File: config.mk
export PLATFORM = sky130hd
export DESIGN_NAME = lpc_synthesis_filter
export DESIGN_NICKNAME = d
export VERILOG_FILES = /design/src/sv/lpcsf_pkg.sv /design/src/sv/lpcsf_hist_mem.sv /design/src/sv/lpcsf_mac.sv /design/src/sv/lpcsf_ctrl.sv /design/src/sv/lpc_synthesis_filter.sv
export VERILOG_INCLUDE_DIRS = /design/src /design/src/sv
export SDC_FILE = /design/constraint.sdc
export NUM_CORES = 2
export LEC_CHECK = 0
export BUFFER_PORTS_ARGS = -buffer_cell sky130_fd_sc_hd__buf_2
export CAP_MARGIN = 10
export CORE_UTILIZATION = 46
export CTS_BUF_LIST = sky130_fd_sc_hd__clkbuf_2 sky130_fd_sc_hd__clkbuf_4 sky130_fd_sc_hd__clkbuf_8
export CTS_CLUSTER_SIZE = 16
export DETAILED_ROUTE_END_ITERATION = 8
export GPL_TIMING_DRIVEN = 1
export HOLD_SLACK_MARGIN = 0.08
export PLACE_DENSITY = 0.61
export SLEW_MARGIN = 25
export SYNTH_ARGS = -nofsm -noshare
export SYNTH_HDL_FRONTEND = slang
export SYNTH_SLANG_ARGS = --single-unit
export TNS_END_PERCENT = 30
File: constraint.sdc
create_clock -name i_clk -period 21.4 [get_ports i_clk]
set_input_delay 0 -clock i_clk [delete_from_list [all_inputs] [get_ports i_clk]]
set_output_delay 0 -clock i_clk [all_outputs]
set_load 0.005 [all_outputs]
File: src/sv/lpc_synthesis_filter_macros.svh
// ----------------------------------------------------------------------------
// LPC synthesis filter assertion macros
// Concurrent assertion wrappers used by the filter controller RTL, empty in synthesis.
// ----------------------------------------------------------------------------
`ifndef LPC_SYNTHESIS_FILTER_MACROS_SVH
`define LPC_SYNTHESIS_FILTER_MACROS_SVH
`ifndef SYNTH
`define LPCSF_ASSERT(lbl, clk, rst_n, prop, msg) \
    lbl: assert property (@(posedge clk) disable iff (!rst_n) prop) else $error(msg);
`define LPCSF_ASSERT_NEVER(lbl, clk, rst_n, cond, msg) \
    lbl: assert property (@(posedge clk) disable iff (!rst_n) !(cond)) else $error(msg);
`else
`define LPCSF_ASSERT(lbl, clk, rst_n, prop, msg)
`define LPCSF_ASSERT_NEVER(lbl, clk, rst_n, cond, msg)
`endif
`endif

File: src/sv/lpcsf_pkg.sv
// ----------------------------------------------------------------------------
// LPC synthesis filter package
// Types, codes and helper functions shared by the filter modules.
// ----------------------------------------------------------------------------
package lpcsf_pkg;

    localparam int TAPS       = 10;
    localparam int HIST_AW    = 4;
    localparam int COEF_W     = 16;
    localparam int NCOEF      = TAPS + 1;
    localparam int ACC_W      = 32;
    localparam int CFG_IDX_W  = 3;
    localparam int CFG_DATA_W = 64;

    localparam logic [CFG_IDX_W-1:0] CFG_COEF_0_3  = 3'd0;
    localparam logic [CFG_IDX_W-1:0] CFG_COEF_4_7  = 3'd1;
    localparam logic [CFG_IDX_W-1:0] CFG_COEF_8_10 = 3'd2;
    localparam logic [CFG_IDX_W-1:0] CFG_STOP_OVF  = 3'd3;

    localparam logic [63:0] COEF_0_3_RST  = 64'd4096;
    localparam logic [63:0] COEF_4_7_RST  = 64'd0;
    localparam logic [47:0] COEF_8_10_RST = 48'd0;

    localparam logic REQ_FILTER  = 1'b0;
    localparam logic REQ_HIST_WR = 1'b1;

    typedef logic [HIST_AW-1:0] t_haddr;
    typedef logic signed [COEF_W-1:0] t_smp;
    typedef logic [NCOEF*COEF_W-1:0] t_coef_bank;

    localparam t_haddr TAP_COUNT = t_haddr'(TAPS);
    localparam t_haddr LAST_ADDR = t_haddr'(TAPS - 1);

    typedef enum logic [2:0] {
        ST_IDLE,
        ST_COPY_IN,
        ST_COPY_IN_END,
        ST_MAC,
        ST_ACC,
        ST_FINISH,
        ST_COPY_OUT,
        ST_COPY_OUT_END
    } t_state;

    typedef struct packed {
        logic   en;
        t_haddr addr;
        t_smp   data;
    } t_mem_wr;

    typedef struct packed {
        logic en;
        logic first;
    } t_mul_ctl;

    typedef struct packed {
        t_smp y;
        logic ovf;
    } t_fin;

    typedef struct packed {
        t_smp sample;
        logic overflowed;
        logic aborted;
        logic last;
    } t_result;

    function automatic t_haddr hist_addr(t_haddr base, t_haddr k);
        logic [HIST_AW:0] sum;
        sum = {1'b0, base} + {1'b0, k};
        if (sum >= {1'b0, TAP_COUNT}) begin
            sum = sum - {1'b0, TAP_COUNT};
        end
        return sum[HIST_AW-1:0];
    endfunction

    function automatic t_smp coef_sel(t_coef_bank bank, t_haddr k);
        return bank[k*COEF_W +: COEF_W];
    endfunction

endpackage

File: src/sv/lpcsf_hist_mem.sv
// ----------------------------------------------------------------------------
// LPC synthesis filter history memory
// Ten-word synchronous memory with registered read and per-word valid bits;
// a word never written since reset reads as zero.
// ----------------------------------------------------------------------------
module lpcsf_hist_mem import lpcsf_pkg::*; (
    input  logic    i_clk,
    input  logic    i_rst_n,
    input  t_mem_wr i_wr,
    input  t_haddr  i_rd_addr,
    output t_smp    o_rd_data
);

    t_smp            r_mem [TAPS];
    logic [TAPS-1:0] r_vld;
    t_smp            r_rd_data;
    logic            r_rd_vld;

    always_ff @(posedge i_clk) begin
        if (i_wr.en) begin
            r_mem[i_wr.addr] <= i_wr.data;
        end
        r_rd_data <= r_mem[i_rd_addr];
    end

    always_ff @(posedge i_clk) begin
        if (!i_rst_n) begin
            r_vld    <= '0;
            r_rd_vld <= 1'b0;
        end else begin
            if (i_wr.en) begin
                r_vld[i_wr.addr] <= 1'b1;
            end
            r_rd_vld <= r_vld[i_rd_addr];
        end
    end

    assign o_rd_data = r_rd_vld ? r_rd_data : '0;

endmodule

File: src/sv/lpcsf_mac.sv
// ----------------------------------------------------------------------------
// LPC synthesis filter multiply-accumulate unit
// Registered 16x16 product, 32-bit wrapping accumulator, and the overflow
// test, saturation and rounding of the accumulated sum.
// ----------------------------------------------------------------------------
module lpcsf_mac import lpcsf_pkg::*; (
    input  logic     i_clk,
    input  logic     i_rst_n,
    input  t_mul_ctl i_ctl,
    input  t_smp     i_op_a,
    input  t_smp     i_op_b,
    output t_fin     o_fin
);

    localparam t_smp SAT_POS = 16'sh7FFF;
    localparam t_smp SAT_NEG = 16'sh8000;
    localparam logic [ACC_W:0] ROUND_BIAS = 33'h0_0000_8000;

    logic signed [ACC_W-1:0] r_prod;
    logic                    r_prod_vld;
    logic                    r_prod_first;
    logic [ACC_W-1:0]        r_acc;

    logic [4:0]       top;
    logic             ovf;
    logic [ACC_W-1:0] scaled;
    logic [ACC_W:0]   biased;
    logic             rnd_sat;
    t_smp             y_rnd;

    always_ff @(posedge i_clk) begin
        r_prod <= i_op_a * i_op_b;
        if (r_prod_vld) begin
            r_acc <= r_prod_first ? r_prod : r_acc - r_prod;
        end
    end

    always_ff @(posedge i_clk) begin
        if (!i_rst_n) begin
            r_prod_vld   <= 1'b0;
            r_prod_first <= 1'b0;
        end else begin
            r_prod_vld   <= i_ctl.en;
            r_prod_first <= i_ctl.first;
        end
    end

    always_comb begin
        top     = r_acc[ACC_W-1:ACC_W-5];
        ovf     = !((&top) || (~|top));
        scaled  = {r_acc[ACC_W-5:0], 4'b0000};
        biased  = {scaled[ACC_W-1], scaled} + ROUND_BIAS;
        rnd_sat = !biased[ACC_W] && biased[ACC_W-1];
        y_rnd   = rnd_sat ? SAT_POS : t_smp'(biased[ACC_W-1:ACC_W-16]);
        o_fin.ovf = ovf;
        if (ovf) begin
            o_fin.y = r_acc[ACC_W-1] ? SAT_NEG : SAT_POS;
        end else begin
            o_fin.y = y_rnd;
        end
    end

endmodule

File: src/sv/lpcsf_ctrl.sv
// ----------------------------------------------------------------------------
// LPC synthesis filter controller
// Sequences history copies, the tap loop and write-back over the two history
// memories, and holds the result slot and the output register.
// ----------------------------------------------------------------------------
`include "lpc_synthesis_filter_macros.svh"

module lpcsf_ctrl import lpcsf_pkg::*; (
    input  logic       i_clk,
    input  logic       i_rst_n,
    input  logic       i_in_valid,
    output logic       o_in_stall,
    input  logic       i_req_type,
    input  t_smp       i_sample_in,
    input  logic       i_first_in_block,
    input  logic       i_last_in_block,
    input  logic       i_commit_history,
    input  t_haddr     i_history_index,
    input  t_smp       i_history_value,
    input  t_coef_bank i_coefs,
    input  logic       i_stop_on_overflow,
    output t_mem_wr    o_cmt_wr,
    output t_haddr     o_cmt_rd_addr,
    input  t_smp       i_cmt_rd_data,
    output t_mem_wr    o_wrk_wr,
    output t_haddr     o_wrk_rd_addr,
    input  t_smp       i_wrk_rd_data,
    output t_mul_ctl   o_mul_ctl,
    output t_smp       o_op_a,
    output t_smp       o_op_b,
    input  t_fin       i_fin,
    output logic       o_out_valid,
    input  logic       i_out_stall,
    output t_result    o_result
);

    t_state  r_state, n_state;
    t_haddr  r_cnt, n_cnt;
    t_haddr  r_base, n_base;
    logic    r_aborted, n_aborted;
    t_smp    r_x, n_x;
    logic    r_last, n_last;
    logic    r_commit, n_commit;
    logic    r_cp_wr, n_cp_wr;
    t_haddr  r_cp_addr, n_cp_addr;
    t_result r_res, n_res;
    logic    r_res_pend;
    logic    res_set;
    logic    res_move;
    logic    out_free;
    logic    in_accept;
    t_haddr  new_base;
    logic    r_out_valid;
    t_result r_out;

    assign out_free   = !r_out_valid || !i_out_stall;
    assign res_move   = r_res_pend && out_free;
    assign o_in_stall = (r_state != ST_IDLE) || (r_res_pend && !out_free);
    assign in_accept  = i_in_valid && !o_in_stall;
    assign new_base   = (r_base == '0) ? LAST_ADDR : r_base - t_haddr'(1);

    always_ff @(posedge i_clk) begin
        if (!i_rst_n) begin
            r_state     <= ST_IDLE;
            r_cnt       <= '0;
            r_base      <= '0;
            r_aborted   <= 1'b0;
            r_cp_wr     <= 1'b0;
            r_res_pend  <= 1'b0;
            r_out_valid <= 1'b0;
        end else begin
            r_state   <= n_state;
            r_cnt     <= n_cnt;
            r_base    <= n_base;
            r_aborted <= n_aborted;
            r_cp_wr   <= n_cp_wr;
            if (res_set) begin
                r_res_pend <= 1'b1;
            end else if (res_move) begin
                r_res_pend <= 1'b0;
            end
            if (out_free) begin
                r_out_valid <= r_res_pend;
            end
        end
    end

    always_ff @(posedge i_clk) begin
        r_x       <= n_x;
        r_last    <= n_last;
        r_commit  <= n_commit;
        r_cp_addr <= n_cp_addr;
        if (res_set) begin
            r_res <= n_res;
        end
        if (res_move) begin
            r_out <= r_res;
        end
    end

    always_comb begin
        n_state       = r_state;
        n_cnt         = r_cnt;
        n_base        = r_base;
        n_aborted     = r_aborted;
        n_x           = r_x;
        n_last        = r_last;
        n_commit      = r_commit;
        n_cp_wr       = 1'b0;
        n_cp_addr     = r_cnt;
        n_res         = r_res;
        res_set       = 1'b0;
        o_cmt_wr      = '0;
        o_wrk_wr      = '0;
        o_cmt_rd_addr = r_cnt;
        o_wrk_rd_addr = hist_addr(r_base, r_cnt);
        o_mul_ctl     = '0;
        o_op_a        = i_wrk_rd_data;
        o_op_b        = coef_sel(i_coefs, r_cnt);

        case (r_state)
            ST_IDLE: begin
                if (in_accept) begin
                    if (i_req_type == REQ_HIST_WR) begin
                        o_cmt_wr.en   = i_history_index < TAP_COUNT;
                        o_cmt_wr.addr = i_history_index;
                        o_cmt_wr.data = i_history_value;
                    end else begin
                        n_x      = i_sample_in;
                        n_last   = i_last_in_block;
                        n_commit = i_commit_history;
                        n_cnt    = '0;
                        if (i_first_in_block) begin
                            n_aborted = 1'b0;
                            n_base    = '0;
                            n_state   = ST_COPY_IN;
                        end else if (r_aborted) begin
                            n_res.sample     = '0;
                            n_res.overflowed = 1'b0;
                            n_res.aborted    = 1'b1;
                            n_res.last       = i_last_in_block;
                            res_set          = 1'b1;
                        end else begin
                            n_state = ST_MAC;
                        end
                    end
                end
            end
            ST_COPY_IN: begin
                n_cp_wr = 1'b1;
                if (r_cnt == LAST_ADDR) begin
                    n_state = ST_COPY_IN_END;
                end else begin
                    n_cnt = r_cnt + t_haddr'(1);
                end
            end
            ST_COPY_IN_END: begin
                n_cnt   = '0;
                n_state = ST_MAC;
            end
            ST_MAC: begin
                o_mul_ctl.en    = 1'b1;
                o_mul_ctl.first = (r_cnt == '0);
                if (r_cnt == '0) begin
                    o_op_a = r_x;
                end
                if (r_cnt == TAP_COUNT) begin
                    n_state = ST_ACC;
                end else begin
                    n_cnt = r_cnt + t_haddr'(1);
                end
            end
            ST_ACC: begin
                n_state = ST_FINISH;
            end
            ST_FINISH: begin
                res_set    = 1'b1;
                n_res.last = r_last;
                n_cnt      = '0;
                n_state    = ST_IDLE;
                if (i_fin.ovf && i_stop_on_overflow) begin
                    n_aborted        = 1'b1;
                    n_res.sample     = '0;
                    n_res.overflowed = 1'b1;
                    n_res.aborted    = 1'b1;
                end else begin
                    o_wrk_wr.en      = 1'b1;
                    o_wrk_wr.addr    = new_base;
                    o_wrk_wr.data    = i_fin.y;
                    n_base           = new_base;
                    n_res.sample     = i_fin.y;
                    n_res.overflowed = i_fin.ovf;
                    n_res.aborted    = 1'b0;
                    if (r_last && r_commit) begin
                        n_state = ST_COPY_OUT;
                    end
                end
            end
            ST_COPY_OUT: begin
                n_cp_wr = 1'b1;
                if (r_cnt == LAST_ADDR) begin
                    n_state = ST_COPY_OUT_END;
                end else begin
                    n_cnt = r_cnt + t_haddr'(1);
                end
            end
            ST_COPY_OUT_END: begin
                n_state = ST_IDLE;
            end
            default: begin
                n_state = ST_IDLE;
            end
        endcase

        if (r_cp_wr && (r_state == ST_COPY_IN || r_state == ST_COPY_IN_END)) begin
            o_wrk_wr.en   = 1'b1;
            o_wrk_wr.addr = r_cp_addr;
            o_wrk_wr.data = i_cmt_rd_data;
        end
        if (r_cp_wr && (r_state == ST_COPY_OUT || r_state == ST_COPY_OUT_END)) begin
            o_cmt_wr.en   = 1'b1;
            o_cmt_wr.addr = r_cp_addr;
            o_cmt_wr.data = i_wrk_rd_data;
        end
    end

    assign o_out_valid = r_out_valid;
    assign o_result    = r_out;

    `LPCSF_ASSERT(a_finish_slot_free, i_clk, i_rst_n, (r_state == ST_FINISH) |-> !r_res_pend, "result slot busy at finish")
    `LPCSF_ASSERT(a_copy_wr_follows_read, i_clk, i_rst_n, r_cp_wr |-> ($past(r_state) == ST_COPY_IN || $past(r_state) == ST_COPY_OUT), "copy write without read")
    `LPCSF_ASSERT(a_abort_keeps_history, i_clk, i_rst_n, (r_state == ST_FINISH && i_fin.ovf && i_stop_on_overflow) |=> (r_aborted && r_base == $past(r_base)), "abort moved history")
    `LPCSF_ASSERT_NEVER(a_single_mem_write, i_clk, i_rst_n, o_wrk_wr.en && o_cmt_wr.en, "both histories written together")

endmodule

File: src/sv/lpc_synthesis_filter.sv
// A sample is not accepted until the previous one is through; the shared multiply-accumulate runs over eleven taps.
// A block's first sample and a committing last sample also copy the history between the memories.
// History writes and samples of an aborted block bypass the tap loop.
// Reset is synchronous, active low: histories read as zero, registers take their reset values.
// ----------------------------------------------------------------------------
// LPC synthesis filter
// Order-10 all-pole synthesis filter with configurable Q12 coefficients,
// committed and working histories in memory, and overflow abort or saturation.
// ----------------------------------------------------------------------------
module lpc_synthesis_filter import lpcsf_pkg::*; (
    input  logic                  i_clk,
    input  logic                  i_rst_n,
    input  logic                  i_cfg_wr_en,
    input  logic [CFG_IDX_W-1:0]  i_cfg_index,
    input  logic [CFG_DATA_W-1:0] i_cfg_data,
    input  logic                  i_in_valid,
    output logic                  o_in_stall,
    input  logic                  i_req_type,
    input  logic signed [15:0]    i_sample_in,
    input  logic                  i_first_in_block,
    input  logic                  i_last_in_block,
    input  logic                  i_commit_history,
    input  logic [3:0]            i_history_index,
    input  logic signed [15:0]    i_history_value,
    output logic                  o_out_valid,
    input  logic                  i_out_stall,
    output logic signed [15:0]    o_sample_out,
    output logic                  o_overflowed,
    output logic                  o_aborted,
    output logic                  o_last_out
);

    logic [63:0] r_coef_0_3;
    logic [63:0] r_coef_4_7;
    logic [47:0] r_coef_8_10;
    logic        r_stop;

    t_coef_bank coefs;
    t_mem_wr    cmt_wr;
    t_mem_wr    wrk_wr;
    t_haddr     cmt_rd_addr;
    t_haddr     wrk_rd_addr;
    t_smp       cmt_rd_data;
    t_smp       wrk_rd_data;
    t_mul_ctl   mul_ctl;
    t_smp       op_a;
    t_smp       op_b;
    t_fin       fin;
    t_result    result;

    always_ff @(posedge i_clk) begin
        if (!i_rst_n) begin
            r_coef_0_3  <= COEF_0_3_RST;
            r_coef_4_7  <= COEF_4_7_RST;
            r_coef_8_10 <= COEF_8_10_RST;
            r_stop      <= 1'b0;
        end else if (i_cfg_wr_en) begin
            case (i_cfg_index)
                CFG_COEF_0_3:  r_coef_0_3  <= i_cfg_data;
                CFG_COEF_4_7:  r_coef_4_7  <= i_cfg_data;
                CFG_COEF_8_10: r_coef_8_10 <= i_cfg_data[47:0];
                CFG_STOP_OVF:  r_stop      <= i_cfg_data[0];
                default: begin
                end
            endcase
        end
    end

    assign coefs = {r_coef_8_10, r_coef_4_7, r_coef_0_3};

    lpcsf_hist_mem u_cmt_mem (
        .i_clk     (i_clk),
        .i_rst_n   (i_rst_n),
        .i_wr      (cmt_wr),
        .i_rd_addr (cmt_rd_addr),
        .o_rd_data (cmt_rd_data)
    );

    lpcsf_hist_mem u_wrk_mem (
        .i_clk     (i_clk),
        .i_rst_n   (i_rst_n),
        .i_wr      (wrk_wr),
        .i_rd_addr (wrk_rd_addr),
        .o_rd_data (wrk_rd_data)
    );

    lpcsf_mac u_mac (
        .i_clk   (i_clk),
        .i_rst_n (i_rst_n),
        .i_ctl   (mul_ctl),
        .i_op_a  (op_a),
        .i_op_b  (op_b),
        .o_fin   (fin)
    );

    lpcsf_ctrl u_ctrl (
        .i_clk              (i_clk),
        .i_rst_n            (i_rst_n),
        .i_in_valid         (i_in_valid),
        .o_in_stall         (o_in_stall),
        .i_req_type         (i_req_type),
        .i_sample_in        (i_sample_in),
        .i_first_in_block   (i_first_in_block),
        .i_last_in_block    (i_last_in_block),
        .i_commit_history   (i_commit_history),
        .i_history_index    (i_history_index),
        .i_history_value    (i_history_value),
        .i_coefs            (coefs),
        .i_stop_on_overflow (r_stop),
        .o_cmt_wr           (cmt_wr),
        .o_cmt_rd_addr      (cmt_rd_addr),
        .i_cmt_rd_data      (cmt_rd_data),
        .o_wrk_wr           (wrk_wr),
        .o_wrk_rd_addr      (wrk_rd_addr),
        .i_wrk_rd_data      (wrk_rd_data),
        .o_mul_ctl          (mul_ctl),
        .o_op_a             (op_a),
        .o_op_b             (op_b),
        .i_fin              (fin),
        .o_out_valid        (o_out_valid),
        .i_out_stall        (i_out_stall),
        .o_result           (result)
    );

    assign o_sample_out = result.sample;
    assign o_overflowed = result.overflowed;
    assign o_aborted    = result.aborted;
    assign o_last_out   = result.last;

endmodule
==> results.md <==
* H-tree levels at 3
* Post-Route WL at 101 mm
* First-pass GRT wire length at 157 mm
* Initial core utilization at 46.6%
* Final net count at 4338
* DIE AREA at 0.0847 mm2
* Syn nets at 3984
* Sequential cell area at 0.0179 mm2
* RSZ-0062 raised after global routing: false
* Drt wl/cell at 20.2 um
* Core area at 0.0824 mm2
* Io pins at 133
* Number of synthesized flops with an enable pin at 408
* Mean Syn Cell Area at 11.0 um2
* DP Wirelength at 68.7 mm
* Critical path launch point type: register
* Largest cells by area after synthesis: edfxtp_1 32%, dfxtp_1 15%, fa_1 14%
* Setup TNS at 0 ns
* Tightest Hold Check Type: primary input to register
* Fin crit period at 8.46 ns
* Clock sink count at 692
* Post-route cell area at 0.0449 mm2
* Required @ worst endpoint at 22.01 ns
* Leading area contributor after synthesis: edfxtp_1
* TritonCTS clock tree: built
* Resize count post-CTS at 0
* Final Cycle Share at 39.5%
* TritonCTS Buffers at 114
* Main synth FF type: edfxtp_1
* HP Start: i_cfg_data[51]
* Peak VDD IR at 0.0550 mV
* Crit Reg-Reg Endpoint: u_mac.r_prod[30]
* Worst setup path class: register to register
* Tot Pwr at 3360 uW
* Hold Path End: r_coef_0_3[51]
* Post-CTS Hold Fix Bufs at 200
* Critical Path End Type: register
* Die Wd at 291 um
* Gr usage total at 24.1%
* Post-synth top area share at 31.9%
* Final setup viols at 0
* DP Area at 0.0404 mm2
* Post-CTS Setup Inserts at 0
* Final Max Slew Viols at 0
* Worst slew pin tran at 1.04 ns
* Slew Limit Headroom at 29.7%
* Syn. warnings at 0
* Slowest stage delay, CP at 0.82 ns
* Vias in the first global route at 27300
* Final hold violations at 0
* Clk slew on worst S/H paths at 0.06 ns
* Top delay family on crit path: adder cells
* Fillers at 7083
* # port buffers at 132
* Die H at 291 um
* # Max-Cap Violations at 0
* Worst hold stages at 4
* Antenna Nets Post-Route at 0
* Crit Path Max Fanout at 37
* Sequential fraction of the synthesis area at 46.7%
* Share of cells above drive strength 1 at 14.0%
* Initial antenna violation count at 6
* Post-synth cell types at 67
* Overflow after GRT at 0
* 1st-iter DRT viols at 1613
* Worst Path Arrival at 9.07 ns
* FF+latch count, synth at 692
* Status: finished, final reports clean
* Power Dens Cells at 74.8 mW/mm2
* Syn Std Cell Area at 0.0384 mm2
* Area occupied by multi-input gates at 0.0186 mm2
* GPL Wtd Cong at 0.875
* Fin Clk Skew at 0.0519 ns
* Leak Pwr at 0.0171 uW
* Largest net degree at the start of global routing at 119
* Reg2Reg Depth at 22
* Chain of cells forming the critical path: buf_4, mux4_2, mux2i_1, nor2_1, a21oi_1, nor2_1, fa_1, fa_1, fa_1, fa_1, fa_1, inv_1, fa_1, inv_1, ha_1, a21oi_1, o21ai_0, a21o_1, a21o_1, a221oi_1, a21oi_1, xnor2_1
* Number of remaining DRC errors at 0
* Root Buffer: clkbuf_8
* Most common cell after layout, fill and taps aside: nand2_1
* Start of the worst register-to-register path: u_ctrl.o_cmt_rd_addr[0]
* FFs w/ async S/R, synth at 0%
* Syn Inst Count at 3479
* Via count at 26800
* Most frequent cells in the layout: 601 x nand2_1, 408 x edfxtp_1, 346 x inv_1, 297 x a21oi_1, 279 x dfxtp_1
* Worst Path Buf+Inv at 3
* Syn-to-layout area delta at 16.8%
* Peak Freq at 118 MHz
* Hold slack final at 0.132 ns
* Clock buffer depth at 3
* Row count at 105
* Crit-path most repeated cell: fa_1
* R2r setup slk at 12.94 ns
* Worst skew pair latency at 0.76 ns
* DR pass1 iterations at 5
* CP max-delay cell: fa_1
* Vias per cell at 5.35
[flip-flops by register name (all words and copies together), names as in the netlist, 3 cells and up]
signal	count
u_wrk_mem.r_mem	160
r_coef_0_3	64
r_coef_4_7	64
r_coef_8_10	48
u_ctrl.r_state	3
u_ctrl.r_x	16
u_cmt_mem.r_rd_data	16
u_mac.r_acc	32
u_ctrl.o_result	19
u_cmt_mem.r_vld	10
u_ctrl.o_cmt_rd_addr	4
u_ctrl.r_base	4
u_mac.r_prod	32
u_cmt_mem.r_mem	160
u_ctrl.r_res	19
u_wrk_mem.r_rd_data	16
u_wrk_mem.r_vld	10
u_ctrl.r_cp_addr	4
[how the worst max path moves through the flow]
stage                                  startpoint               end  slack [ns]  cells after the start
after floorplan           u_ctrl.o_cmt_rd_addr[1]  u_mac.r_prod[26]       13.14                     33
after global placement    u_ctrl.o_cmt_rd_addr[0]  u_mac.r_prod[30]       12.96                     22
after detailed placement  u_ctrl.o_cmt_rd_addr[0]  u_mac.r_prod[30]       12.91                     22
after CTS                 u_ctrl.o_cmt_rd_addr[0]  u_mac.r_prod[30]       12.87                     22
after global routing      u_ctrl.o_cmt_rd_addr[0]  u_mac.r_prod[30]       12.33                     22
final                     u_ctrl.o_cmt_rd_addr[0]  u_mac.r_prod[30]       12.94                     22
[worst register-to-register path, delay by kind of cell (launching register included)]
| family | cells | cell delay [ns] |
|---|---|---|
| adders and majority gates | 7 | 3.77 |
| AOI/OAI and AO/OA | 7 | 1.98 |
| buffers and inverters | 3 | 0.79 |
| muxes | 2 | 0.76 |
| DFF | 1 | 0.69 |
| and+or+nand+nor | 2 | 0.19 |
| xor gates and xnor gates | 1 | 0.15 |
[area by class of cell]
class,instances,area share (%)
Timing Repair Buffer,401,7.14
Clock inverter,31,0.661
Inverter,347,2.91
Clock buffer,178,4.80
Antenna cell,2,0.0112
Multi-Input combinational cell,2277,41.5
Tap cell,1070,2.98
Sequential cell,692,40.0
[per-layer routing]
layer  wire [um]  track usage, %  vias to the layer above
li1            -               -                    12500
met1       43800            32.2                    13300
met2       48500            40.5                      761
met3        6110            4.06                      172
met4        2550            6.93                        6
met5          41               0                        -
[cell usage after synthesis (all sizes together), types with 7 or more instances]
cell and n:
a22oi 7, edfxtp 408, a31oi 9, ha 129, o21ai 116, xnor2 53, or2 11, nand3 25
clkbuf 127, xor2 28, and3 9, o31ai 7, buf 36, a211oi 42, nor2 230, nand2b 32
inv 347, o21bai 11, o211ai 7, a21o 44, fa 264, o21a 32, and2 25, a21oi 302
mux4 100, nand2 602, dfxtp 284, mux2i 74, nor3 12, nor2b 49
[through the flow]
stage          utilization, %  setup WS [ns]  std cells
3_3_place_gp             49.0          12.96       4583
3_5_place_dp             49.1          12.91       4586
6_report                 54.5          12.94       4998
2_1_floorplan               -          13.14       3479
5_1_grt                  54.5          12.33       4998
4_1_cts                  54.5          12.87       4995
[cells by family after synthesis]
kind of cell | share of synthesized area (%)
buffers and inverters | 5.07
xor gates and xnor gates | 1.85
muxes | 7.85
DFF | 46.7
AOI/OAI and AO/OA | 9.56
adders and majority gates | 18.0
and+or+nand+nor | 11.0
[power breakdown]
group          switching [uW]  total [uW]  internal (uW)
registers                51.8        1530           1470
clock network             548        1230            681
logic                     346         603            257
total                     946        3360           2410
Note: power is estimated with default switching activity, not from simulation.
